File: config.mk
export PLATFORM = sky130hd
export DESIGN_NAME = ssstat_queue
export DESIGN_NICKNAME = d
export VERILOG_FILES = /design/src/rtl/ssstat_pkg.sv /design/src/rtl/ssstat_queue.sv
export SDC_FILE = /design/constraint.sdc
export NUM_CORES = 1
export LEC_CHECK = 0
export BUFFER_PORTS_ARGS = -buffer_cell sky130_fd_sc_hd__buf_2
export CAP_MARGIN = 20
export CORE_AREA = 3 3 176 135
export DETAILED_ROUTE_END_ITERATION = 16
export DIE_AREA = 0 0 179 138
export PLACE_DENSITY = 0.65
export SLEW_MARGIN = 10
export SYNTH_ARGS = -nofsm -noshare
export SYNTH_HDL_FRONTEND = slang
export SYNTH_SLANG_ARGS = --single-unit
File: constraint.sdc
create_clock -name clock -period 7.4 [get_ports clock]
set_input_delay 0.37 -clock clock [delete_from_list [all_inputs] [get_ports clock]]
set_output_delay 0.37 -clock clock [all_outputs]
set_load 0.005 [all_outputs]
File: src/rtl/ssstat_pkg.sv
// shared constants, types and helpers for the sample set statistics block
`default_nettype none

package ssstat_pkg;

   localparam int MAX_SAMPLES = 4096;
   localparam int SAMPLE_BITS = 16;
   localparam int SMP_W       = 16;
   localparam int SX_BITS     = (SAMPLE_BITS < SMP_W) ? SAMPLE_BITS : SMP_W;

   localparam int CNT_W  = 13;
   localparam int SUM_W  = 29;
   localparam int SSQ_W  = 43;
   localparam int SQ_W   = 2 * SMP_W;
   localparam int MAG_W  = 28;
   localparam int MEAN_W = 24;
   localparam int SD_W   = 23;

   localparam int SSQ_LO_W = 22;
   localparam int SSQ_HI_W = SSQ_W - SSQ_LO_W;
   localparam int PLO_W    = CNT_W + SSQ_LO_W;
   localparam int PHI_W    = CNT_W + SSQ_HI_W;
   localparam int VNUM_W   = 56;
   localparam int N2_W     = 2 * CNT_W - 1;

   localparam int DIV_W      = VNUM_W + 16;
   localparam int DVS_W      = N2_W;
   localparam int MEAN_ITERS = MAG_W + 8;
   localparam int QUOT_W     = MEAN_ITERS;
   localparam int VQ_W       = 48;
   localparam int ROOT_W     = VQ_W / 2;
   localparam int SREM_W     = ROOT_W + 2;
   localparam int ITER_W     = $clog2(DIV_W + 1);

   localparam int QUEUE_DEPTH = 2;
   localparam int PTR_W       = (QUEUE_DEPTH > 1) ? $clog2(QUEUE_DEPTH) : 1;
   localparam int LVL_W       = $clog2(QUEUE_DEPTH + 1);

   typedef struct packed {
      logic [CNT_W-1:0]        count;
      logic signed [SMP_W-1:0] minimum;
      logic signed [SMP_W-1:0] maximum;
      logic signed [SUM_W-1:0] sum;
      logic [SSQ_W-1:0]        sumsq;
      logic                    dropped;
   } snap_type;

   typedef struct packed {
      logic     valid;
      snap_type snap;
   } head_type;

   function automatic logic signed [SMP_W-1:0] sign_ext(input logic [SMP_W-1:0] raw);
      logic [SMP_W-1:0] v;
      v = raw;
      for (int i = SX_BITS; i < SMP_W; i++) begin
         v[i] = raw[SX_BITS-1];
      end
      return v;
   endfunction

endpackage

`default_nettype wire

File: src/rtl/ssstat_queue.sv
// short queue of finished set totals between front and back end
`default_nettype none

module ssstat_queue (
   input  logic                  clock,
   input  logic                  reset,
   input  logic                  push,
   input  ssstat_pkg::snap_type  push_snap,
   output logic                  full,
   input  logic                  pop,
   output ssstat_pkg::head_type  head
);

   ssstat_pkg::snap_type              entry_ff [ssstat_pkg::QUEUE_DEPTH];
   logic [ssstat_pkg::PTR_W-1:0]      wr_ptr_ff;
   logic [ssstat_pkg::PTR_W-1:0]      rd_ptr_ff;
   logic [ssstat_pkg::LVL_W-1:0]      level_ff;
   logic                              do_push;
   logic                              do_pop;

   assign full       = level_ff == ssstat_pkg::LVL_W'(ssstat_pkg::QUEUE_DEPTH);
   assign head.valid = level_ff != '0;
   assign head.snap  = entry_ff[rd_ptr_ff];
   assign do_push    = push && !full;
   assign do_pop     = pop && head.valid;

   function automatic logic [ssstat_pkg::PTR_W-1:0] bump(input logic [ssstat_pkg::PTR_W-1:0] p);
      return (p == ssstat_pkg::PTR_W'(ssstat_pkg::QUEUE_DEPTH - 1)) ? '0 : p + 1'b1;
   endfunction

   always_ff @(posedge clock) begin
      if (reset) begin
         wr_ptr_ff <= '0;
         rd_ptr_ff <= '0;
         level_ff  <= '0;
      end else begin
         if (do_push) begin
            wr_ptr_ff <= bump(wr_ptr_ff);
         end
         if (do_pop) begin
            rd_ptr_ff <= bump(rd_ptr_ff);
         end
         if (do_push && !do_pop) begin
            level_ff <= level_ff + 1'b1;
         end else if (do_pop && !do_push) begin
            level_ff <= level_ff - 1'b1;
         end
      end
   end

   always_ff @(posedge clock) begin
      if (do_push) begin
         entry_ff[wr_ptr_ff] <= push_snap;
      end
   end

   a_level_bound: assert property (@(posedge clock) disable iff (reset)
      32'(level_ff) <= 32'(ssstat_pkg::QUEUE_DEPTH))
      else $error("queue level out of range");

   a_no_lost_push: assert property (@(posedge clock) disable iff (reset)
      push |-> !full)
      else $error("push into full queue");

endmodule

`default_nettype wire

== Word-level counts from Yosys, hierarchy flattened ==
Memory sizes are Yosys's and may differ from the RTL's. A register that Yosys moved wholly into a read port is not among the register bits.
Cells that the tools add are included.
Storage, ports and cells
  input port bits: 122
  RAM bits: 236
  output and inout port bits: 120
  register bits after elaboration: 4
  memories kept: 1
  logic and storage cells: 26
Cells by class
  $add $sub $neg: 4
  muxes and demuxes: 8
  equal/unequal tests: 1
  reduce and logical (&&, ||, !) cells: 9
Memories
  entry_ff: depth 2, width 118, rd ports 1, clocked after Yosys merged registers in 1, write ports 1, line ssstat_queue.sv:14  | ssstat_pkg::snap_type entry_ff [ssstat_pkg::QUEUE_DEPTH];
Operator list (number)
  2-to-1 mux 1 bit: 6
  logical AND 1 bit: 4
  2-to-1 mux 2 bit: 2
  nonzero test 2 bit: 2
  logical NOT 1 bit: 3
  adder 1 bit, second input constant: 2
  adder 2 x 1 -> 2 bit, second input constant: 1
  == test 2 bit, second input constant: 1
  subtractor 2 x 1 -> 2 bit, second input constant: 1

== Depth between registers and ports, before layout ==
Gate-level depths: netlist (run 1).
  depth in word-level cells: 7
  gate-level depth with buffers: 6

== Worst setup path after synthesis (run 1) ==
Ideal clock, no wire load.
  kind: reg2reg
  start point: register level_ff[1] (netlist bit)
  end point: memory entry_ff[1][0] (netlist bit) (enable)
  path slack: 3577 ps
  setup time: 491 ps
  buffers on the path: 0
  clock period less this slack: 3823 ps
  data required time: 6909 ps
  stages on the path, launching flop included: 4
  arrival time: 3332 ps
  cell sequence: dfxtp_1 -> nor2b_2 -> nor2_1 -> and2_1
On the way
  longest elaborated chain between the ends: 5
Ends and longest elaborated chain
  start: declaration: line ssstat_queue.sv:17  | logic [ssstat_pkg::LVL_W-1:0] level_ff;
  start signal: assignment: line ssstat_queue.sv:44  | level_ff <= level_ff + 1'b1;
  start signal: assignment: line ssstat_queue.sv:46  | level_ff <= level_ff - 1'b1;
  == test 2 bit: line ssstat_queue.sv:21  | assign full = level_ff == ssstat_pkg::LVL_W'(ssstat_pkg::QUEUE_DEPTH);
  via full: line ssstat_queue.sv:9  | output logic full,
  logical NOT 1 bit: line ssstat_queue.sv:24  | assign do_push = push && !full;
  logical AND 1 bit: line ssstat_queue.sv:24
  2-to-1 mux 1 bit: line ssstat_queue.sv:52  | if (do_push) begin
  2-to-1 mux 1 bit (implied by the code): line ssstat_queue.sv:53  | entry_ff[wr_ptr_ff] <= push_snap;
  end: declaration: line ssstat_queue.sv:14
The timed path passes the listed nets, and every way through them passes these cells.

==> out/results.tsv, run 1 <==
stage	metric	value	unit
setup_path	CP max-delay cell	dfxtp_4	
global_route	vias in the first global route	4926	
synth	synthesized instance count	392	
setup_path	worst-path maximum fanout	61	
floorplanning	row count	47	
power	Max VDD drop	0.0002155	V
global_route	grt ovf	0	
cts	Clk Latency, worst-skew pair	0.50	ns
timing	Max Clock Freq	309.6	MHz
cts	hold_buf cts	0	
global_route	Overall Global Routing Usage	0.1348	
route	WL final	17.40	mm
timing	hold_ws	0.04963	ns
power	Clock power frac	0.325	
setup_path	crit path cell chain	buf_4 > mux2_2 > buf_2	
finish	most common cell after layout, fill and taps aside	buf_2	
timing	Final Critical Period	3.230	ns
power	Comb pwr share	0.206	
placed_design	I/O Buffers	241	
cts	CTS resizes	0	
setup_path	CP Class	register to output pin	
power	sw frac	0.2422	
finish	nets	773	
finish	P&R area growth vs syn	26.63	%
finish	fin util	0.5054	
timing	Final setup viols	0	
setup_path	worst path arrival time	2.86	ns
route	Post-route DRC	0	
run	max-cap viol count	0	
synth	average size of a mapped cell	22.45	sq um
power	Pwr Density	346.2	mW/mm^2
floorplanning	DIE HEIGHT	138	microns
setup_path	CP Buf/Inv Count	2	
route	Iter 0 DRT Violations	274	
setup_path	cell family with most CP delay	buffers and inverters	
finish	non-filler cells, final	957	
floorplanning	CORE AREA	0.02205	sq mm
synth	Seq cells post-synth	241	
route	Wirelength per Cell	18.18	microns
placed_design	placed cells	917	
cts	CTS Sinks	241	
hold_path	min-delay worst type	primary input to register	
cts	TritonCTS buffer count	25	
placed_design	Detail Placement HPWL	11.73	mm
synth	Net Count, Synth	515	
setup_path	endpoint type of the worst setup path	output pin	
floorplanning	die area	0.02470	sq mm
route	Routed Antenna Nets	0	
run_status	status	finished clean	
finish	most frequent cells in the layout	241 x buf_2, 236 x edfxtp_1, 98 x mux2_2	
cts	Post-CTS Setup Repair Bufs	0	
cts	CTS tree	built	
setup_path	Critical Path RT	7.03	ns
floorplanning	io pins	242	
synth	yosys warns	0	
cts	clock-pin slew on the worst setup and hold paths	0.06	ns
power	Pint	2.924	mW
timing	actual slew at the worst max-slew pin	0.9613	ns
floorplanning	Starting Density	0.3991	
timing	RSZ-0062 raised after global routing	no	
timing	clock skew	0.01261	ns
setup_path	Worst setup SP type	register	
route	vias per inst	4.713	
floorplanning	Chip Width	179	microns
synth	Seq/Total Area, Yosys	0.8166	
cts	Root Driver	clkbuf_16	
power	sequential fraction of design power	0.468	
route	routed vias	4510	
finish	Fillers	1835	
synth	Synth Cell Area	0.008801	sq mm
timing	Final Hold Vio Count	0	
timing	fin. max-slew vios	0	
global_route	largest net degree at the start of global routing	69	
cts	Clock Tree Buf Depth	3	
cts	htree depth	1	
finish	Ant. Diodes	0	
timing	fin crit share	0.4364	
timing	Rel. slew slack	0.3591	
global_route	initial antenna violation count	4	
timing	setup_tns	0	ns
power	Lkg Pwr	4.182	nW
synth	Yosys cell types	16	
placed_design	Placer Congestion	0.7226	
route	Detailed Routing Iterations Pass 1	4	
finish	share of cells above drive strength 1	0.6078	
setup_path	Largest stage delay, worst path	0.86	ns
power	Psw	0.9344	mW
global_route	first-pass GRT wire length	26.33	mm
-- synth_stat cells (all sizes together) --
cell type,n,area share
or3,2,0.0014
ha,1,0.0014
nor2b,1,0.0010
or2,1,0.00071
edfxtp,236,0.81
o21ai,3,0.0017
inv,2,0.00085
xor2,3,0.0030
buf,13,0.010
a21oi,2,0.0011
nor2,4,0.0017
mux2,118,0.16
and2,1,0.00071
dfxtp,5,0.011
-- kinds of logic after synthesis --
family | Yosys count | share of synthesized area
DFF | 241 | 0.8166
AOI/OAI and AO/OA | 5 | 0.002843
muxes | 118 | 0.1595
and+or+nand+nor | 9 | 0.005545
buffers and inverters | 15 | 0.01109
xor gates and xnor gates | 3 | 0.002986
adders and majority gates | 1 | 0.001421
-- layout make-up --
type	instances	area (sq um)	share of cell area
Tap cell	294	367.9	0.03301
Clock inverter	8	146.4	0.01314
Sequential cell	241	7191	0.6452
Inverter	2	10.01	0.0008982
Clock buffer	32	681.9	0.06119
Timing Repair Buffer	244	1229	0.1103
Multi-Input combinational cell	136	1519	0.1363
-- routing by layer --
metal,share of wire,track usage,vias up
li1,-,-,2071
met1,0.42,0.1763,2199
met2,0.45,0.2145,191
met3,0.11,0.04907,41
met4,0.024,0.03525,8
met5,0.0024,0,-
-- worst paths after layout --
kind                       startpoint                         to  slack, ns  cells after the start
max                          register                  head[117]       4.17                      3
min                     push_snap[73]  entry_ff[0][73]$_DFFE_PP_       0.05                      1
max reg2reg  level_ff[0]$_SDFFE_PP0P_  entry_ff[0][32]$_DFFE_PP_       4.65                      4
min reg2reg    wr_ptr_ff$_SDFFE_PP0N_     wr_ptr_ff$_SDFFE_PP0N_       0.51                      2
-- stage by stage --
| stage | total power, mW | setup slack (ns) | cell area [sq um] |
|---|---|---|---|
| after floorplan | 2.311 | 3.577 | 8801 |
| after global placement | 2.622 | 4.702 | 10320 |
| after detailed placement | 2.649 | 4.601 | 10320 |
| after CTS | 3.918 | 4.105 | 11140 |
| after global routing | 4.045 | 3.992 | 11140 |
| final | 3.859 | 4.170 | 11140 |
-- state kept, by name, indices dropped and copies added (netlist names), named ones only --
name	flops
entry_ff	236
wr_ptr_ff	1
rd_ptr_ff	1
level_ff	2
-- power groups by stage --
| stage | combinational [mW] | clock [mW] | sequential (mW) |
|---|---|---|---|
| finish | 0.796 | 1.26 | 1.81 |
| global route | 0.870 | 1.35 | 1.83 |
| detailed placement | 0.809 | 0 | 1.84 |
| floorplan | 0.518 | 0 | 1.79 |
| CTS | 0.814 | 1.29 | 1.81 |
| global placement | 0.798 | 0 | 1.82 |
No activity file was read; power rests on OpenSTA's default activity.
==> inputs of run 2 (changes only) <==
==> constraint.sdc (replaced) <==
create_clock -name clock -period 3.2 [get_ports clock]
set_input_delay 0.16 -clock clock [delete_from_list [all_inputs] [get_ports clock]]
set_output_delay 0.16 -clock clock [all_outputs]
set_load 0.005 [all_outputs]
==> run 2 against run 1 <==
  * Non-clock buffer count is 122 higher
  * Largest power group unchanged
  * Critical path type unchanged
  * Critical endpoint is now head[102]
  * Clock power rose by 120%
  * Cell count rose by 13%
  * Sequential share of layout area down 6.5 points
  * Power rose by 130%
  * Core utilization rose by 5.6 points
  * Final area is 11% higher
  * Combinational power rose to 2.6 times the previous value
  * Via count rose by 9.2%
==> out/results.tsv, run 2 (same netlist as run 1, synthesis figures left out) <==
stage	metric	value	unit
power	Psw	2.202	mW
cts	clock-pin slew on the worst setup and hold paths	0.06	ns
setup_path	Largest stage delay, worst path	0.82	ns
setup_path	Worst setup SP type	register	
global_route	grt ovf	0	
power	Lkg Pwr	4.694	nW
power	Comb pwr share	0.226	
hold_path	min-delay worst type	primary input to register	
route	routed vias	4923	
setup_path	endpoint type of the worst setup path	output pin	
finish	P&R area growth vs syn	40.72	%
floorplanning	row count	47	
floorplanning	CORE AREA	0.02205	sq mm
timing	Max Clock Freq	412.6	MHz
cts	Clock Tree Buf Depth	3	
power	Pint	6.791	mW
timing	fin. max-slew vios	0	
route	Post-route DRC	0	
timing	actual slew at the worst max-slew pin	0.7655	ns
finish	Largest register FFs	236	
placed_design	Detail Placement HPWL	11.38	mm
route	Iter 0 DRT Violations	256	
setup_path	worst path arrival time	2.26	ns
global_route	largest net degree at the start of global routing	84	
timing	setup_tns	0	ns
route	Routed Antenna Nets	0	
finish	most frequent cells in the layout	241 x buf_2, 236 x edfxtp_1, 119 x dlygate4sd3_1	
timing	Final Hold Vio Count	0	
cts	TritonCTS buffer count	24	
finish	Ant. Diodes	0	
route	WL final	18.03	mm
setup_path	CP max-delay cell	dfxtp_4	
route	Wirelength per Cell	16.64	microns
setup_path	worst-path maximum fanout	50	
cts	Root Driver	clkbuf_16	
cts	Post-CTS Setup Repair Bufs	0	
setup_path	Critical Path RT	3.04	ns
timing	final worst slack	0.7762	ns
finish	most common cell after layout, fill and taps aside	buf_2	
timing	Final setup viols	0	
route	Detailed Routing Iterations Pass 1	4	
placed_design	I/O Buffers	241	
power	sequential fraction of design power	0.462	
floorplanning	DIE HEIGHT	138	microns
power	sw frac	0.2448	
cts	Clk Latency, worst-skew pair	0.49	ns
power	Max VDD drop	0.0005169	V
power	Clock power frac	0.312	
run_status	status	finished clean	
placed_design	Placer Congestion	0.7220	
finish	non-filler cells, final	1083	
placed_design	placed cells	920	
timing	fin crit share	0.7575	
cts	hold_buf cts	119	
floorplanning	io pins	242	
timing	clock skew	0.006918	ns
timing	RSZ-0062 raised after global routing	no	
finish	nets	894	
power	Power, Total	8.993	mW
timing	Final Critical Period	2.424	ns
floorplanning	die area	0.02470	sq mm
run	max-cap viol count	0	
power	Pwr Density	726.1	mW/mm^2
route	vias per inst	4.546	
placed_design	pre-CTS WS	1.032	ns
finish	share of cells above drive strength 1	0.5146	
global_route	initial antenna violation count	0	
cts	htree depth	1	
global_route	first-pass GRT wire length	27.71	mm
cts	CTS tree	built	
finish	fin util	0.5616	
finish	Reg with most FFs	entry_ff	
finish	top flop regs	entry_ff (236), level_ff (2)	
global_route	Overall Global Routing Usage	0.1394	
cts	CTS Sinks	241	
floorplanning	Chip Width	179	microns
floorplanning	Starting Density	0.3991	
timing	Rel. slew slack	0.4897	
global_route	vias in the first global route	5230	
setup_path	crit path cell chain	buf_12 > mux2_2 > buf_2	
setup_path	CP Class	register to output pin	
cts	CTS resizes	0	
-- run 2: cell count changes in the layout (fill, tap and decap cells not counted), moves of 3 or more --
cell / delta
clkinv_2: +3
dlygate4sd3_1: +119
buf_12: +4
clkinv_1: +3
-- run 2: cell type report --
cell class	count	area, sq um
clock buffer	32	671.9
clock inverter	12	131.4
fill	1666	9668
inverter	2	11.26
multi-input combinational	136	1519
sequential	241	7191
tap	294	367.9
timing repair buffer	366	2492
-- run 2: critical path, delay by kind of cell (launching register included) --
family	cells	cell delay [ns]
buffers and inverters	2	0.49
flip-flops	1	0.82
multiplexers	1	0.40
-- run 2: path summary, 6_finish.rpt --
path                                               start                         to  slack, ns  depth (start not counted)
worst min register to register    wr_ptr_ff$_SDFFE_PP0N_     wr_ptr_ff$_SDFFE_PP0N_       0.51                          2
worst min-delay path                                push     wr_ptr_ff$_SDFFE_PP0N_       0.09                          4
worst max-delay path                            register                  head[102]       0.78                          3
worst max register to register  level_ff[1]$_SDFFE_PP0P_  entry_ff[0][86]$_DFFE_PP_       1.05                          4
-- run 2: metrics by stage --
| stage | instance area, sq um | hold slack, ns |
|---|---|---|
| final | 12380 | 0.08841 |
| after global routing | 12380 | 0.1213 |
| after CTS | 12380 | 0.05359 |
| after detailed placement | 10390 | 0.3510 |
| after global placement | 10390 | 0.3468 |
| after floorplan | 8806 | 0.2291 |
-- run 2: power by group through the flow --
stage / logic [mW] / clock network, mW / registers [mW]
detailed placement: 1.93 / 0 / 4.23
floorplan: 1.20 / 0 / 4.12
global route: 2.21 / 3.02 / 4.21
CTS: 2.06 / 2.88 / 4.17
finish: 2.03 / 2.80 / 4.16
global placement: 1.89 / 0 / 4.20
-- run 2: per-layer routing --
metal,global-route usage,up-vias,wire length [microns]
met5,0,-,0
met4,0.03443,0,430
met1,0.1783,2392,7641
met3,0.04194,31,1459
met2,0.2335,182,8493
li1,-,2318,-
==> inputs of run 3 (changes only) <==
--- a/config.mk
+++ b/config.mk
@@ -5,6 +5,7 @@
 export SDC_FILE = /design/constraint.sdc
 export NUM_CORES = 1
 export LEC_CHECK = 0
+export ABC_AREA = 1
 export BUFFER_PORTS_ARGS = -buffer_cell sky130_fd_sc_hd__buf_2
 export CAP_MARGIN = 20
 export CORE_AREA = 3 3 176 135
==> constraint.sdc (replaced) <==
create_clock -name clock -period 2.3 [get_ports clock]
set_input_delay 0.115 -clock clock [delete_from_list [all_inputs] [get_ports clock]]
set_output_delay 0.115 -clock clock [all_outputs]
set_load 0.005 [all_outputs]
==> run 3 against run 2 <==
  * Power increased by 32%
  * Non-clock buffer count increased by 3
  * Clock power increased by 24%
  * Flip-flop and latch count unchanged
  * Clock skew increased by 0.0077 ns
  * Core utilization decreased by 0.18 points
  * Worst hold slack got worse by 0.066 ns
  * Global-route usage decreased by 0.064 points
  * Synthesized area increased by 0.23%
  * Sequential share of layout area increased by 0.21 points
  * Highest routed layer unchanged
==> out/results.tsv, run 3 <==
stage	metric	value	unit
global_route	grt ovf	0	
timing	Final Critical Period	1.951	ns
hold_path	Hold Path Origin	push	
synth	commonest cells in the synthesized netlist	236 x edfxtp_1, 98 x mux2_2, 20 x mux2_4	
synth	share of the synthesized area in the top cell type	0.8034	
setup_path	Largest stage delay, worst path	0.42	ns
setup_path	CP Class	register to output pin	
setup_path	Critical Path RT	2.18	ns
cts	CTS resizes	0	
route	WL final	18.18	mm
placed_design	placed cell area	0.01045	sq mm
synth	top_reg_cell synth	edfxtp_1	
power	Max VDD drop	0.0006084	V
global_route	Overall Global Routing Usage	0.1388	
synth	Area contributors post-synth	edfxtp_1 80%, mux2_2 13%, mux2_4 3.4%	
setup_path	Worst R2R End	entry_ff[0][103]$_DFFE_PP_	
synth	most frequent cell after synthesis	edfxtp_1	
floorplanning	CORE AREA	0.02205	sq mm
floorplanning	Starting Density	0.4000	
floorplanning	io pins	242	
synth	Yosys top cell by area	edfxtp_1	
global_route	largest net degree at the start of global routing	70	
timing	Final setup viols	0	
route	Detailed Routing Iterations Pass 1	6	
route	Post-route DRC	0	
run_status	status	finished clean	
hold_path	hold path depth	4	
setup_path	Worst setup SP type	register	
synth	number of synthesized flops with an enable pin	236	
finish	Ant. Diodes	0	
cts	TritonCTS buffer count	24	
timing	actual slew at the worst max-slew pin	0.5159	ns
timing	RSZ-0062 raised after global routing	no	
synth	Synth Cell Area	0.008821	sq mm
cts	Clk Latency, worst-skew pair	0.50	ns
route	Iter 0 DRT Violations	243	
finish	Largest register FFs	236	
placed_design	placed cells	934	
timing	clock skew	0.01466	ns
finish	nets	909	
finish	most common cell after layout, fill and taps aside	buf_2	
cts	Root Driver	clkbuf_16	
hold_path	min-delay worst type	primary input to register	
finish	Reg with most FFs	entry_ff	
cts	CTS Sinks	241	
route	Routed Antenna Nets	0	
route	Wirelength per Cell	16.59	microns
setup_path	worst path arrival time	1.84	ns
placed_design	Placer Congestion	0.7162	
route	routed vias	4956	
global_route	first-pass GRT wire length	27.50	mm
cts	Clock Tree Buf Depth	3	
cts	Post-CTS Setup Repair Bufs	0	
setup_path	worst r2r path cells	4	
setup_path	CP max-delay cell	mux2_2	
run	max-cap viol count	0	
timing	Rel. slew slack	0.6561	
global_route	vias in the first global route	5344	
synth	average size of a mapped cell	21.83	sq um
synth	Net Count, Synth	527	
placed_design	Detail Placement HPWL	11.51	mm
power	Pwr Density	960.8	mW/mm^2
route	vias per inst	4.522	
finish	non-filler cells, final	1096	
timing	setup_tns	0	ns
finish	top flop regs	entry_ff (236), level_ff (2)	
cts	clock-pin slew on the worst setup and hold paths	0.06	ns
floorplanning	die area	0.02470	sq mm
finish	P&R area growth vs syn	39.94	%
cts	CTS tree	built	
power	Lkg Pwr	4.688	nW
synth	Yosys cell types	14	
timing	fin crit share	0.8485	
floorplanning	DIE HEIGHT	138	microns
setup_path	endpoint type of the worst setup path	output pin	
floorplanning	row count	47	
cts	htree depth	1	
synth	Seq/Total Area, Yosys	0.8148	
floorplanning	Chip Width	179	microns
setup_path	worst r2r src	level_ff[1]$_SDFFE_PP0P_	
setup_path	worst-path maximum fanout	69	
setup_path	crit path cell chain	buf_12 > mux2_2 > buf_2	
synth	fraction of registers with async set/reset	0	
timing	Final Hold Vio Count	0	
finish	Design Area, Final	0.01234	sq mm
setup_path	flop2flop setup slack	0.80	ns
synth	yosys warns	0	
hold_path	Hold EP	wr_ptr_ff$_SDFFE_PP0N_	
placed_design	I/O Buffers	241	
finish	share of cells above drive strength 1	0.5037	
synth	synthesized instance count	404	
timing	Max Clock Freq	512.4	MHz
finish	most frequent cells in the layout	241 x buf_2, 236 x edfxtp_1, 120 x dlygate4sd3_1	
synth	Seq cells post-synth	241	
timing	fin. max-slew vios	0	
global_route	initial antenna violation count	0	
[run 3: worst max-delay path, delay by kind of cell, from the launching register on]
family / cells / cell delay (ns)
multiplexers: 1 / 0.42
buffers and inverters: 2 / 0.44
flip-flops: 1 / 0.37
[run 3: per-stage QoR]
step	util	power [mW]	hold slack (ns)	worst slack [ns]
floorplan	-	7.260	0.2139	-0.3418
global placement	0.4738	8.268	0.3018	0.8282
detailed placement	0.4738	8.359	0.3069	0.8086
CTS	0.5598	12.04	0.01246	0.3278
global route	0.5598	12.43	0.07226	0.2955
finish	0.5598	11.86	0.02241	0.3485
[run 3: layout make-up]
| cell class | count | area [sq um] |
|---|---|---|
| fillers | 1689 | 9708 |
| clock inverters | 10 | 43.79 |
| clock buffers | 32 | 651.9 |
| inverters | 8 | 30.03 |
| multi-input cells | 142 | 1540 |
| well taps | 294 | 367.9 |
| repair buffers | 369 | 2517 |
| flip-flops and latches | 241 | 7193 |
[run 3: cells by family (layout without fill, tap and decap cells)]
| kind of cell | count (synthesis) | after routing | synth area share |
|---|---|---|---|
| compound gates | 5 | 5 | 0.002836 |
| fa+ha+maj | 1 | 1 | 0.001418 |
| buf+inv | 21 | 419 | 0.01362 |
| flops | 241 | 241 | 0.8148 |
| mux | 118 | 118 | 0.1591 |
| simple gates | 18 | 18 | 0.008228 |
[run 3: timing repair]
action | 4_1_cts | 5_1_grt
hold buffers | 120 | 0
endpoints found under the setup margin | 0 | 0
endpoints found under the hold margin | 241 | 0
[run 3: how the worst max path moves through the flow]
stage,from,end,slack [ns],cells past startpoint
global placement,level_ff[1]$_SDFFE_PP0P_,entry_ff[0][107]$_DFFE_PP_,0.83,4
CTS,register,head[36],0.33,3
finish,register,head[36],0.35,3
global route,register,head[36],0.30,3
floorplan,level_ff[1]$_SDFFE_PP0P_,entry_ff[0][0]$_DFFE_PP_,-0.34,3
detailed placement,level_ff[1]$_SDFFE_PP0P_,entry_ff[0][90]$_DFFE_PP_,0.81,4
[run 3: where the power goes]
part           internal [mW]  leakage [nW]  switching, mW
clock network           1.98         0.344           1.50
registers               5.55          2.24          0.145
logic                   1.38          2.10           1.31
[run 3: per-layer routing]
metal	vias up	part of all wire	wire length (microns)	GRT usage
li1	2353	-	-	-
met1	2397	0.41	7522	0.1752
met2	176	0.48	8807	0.2357
met4	0	0.021	374	0.03197
met3	30	0.081	1480	0.04221
met5	-	0	0	0
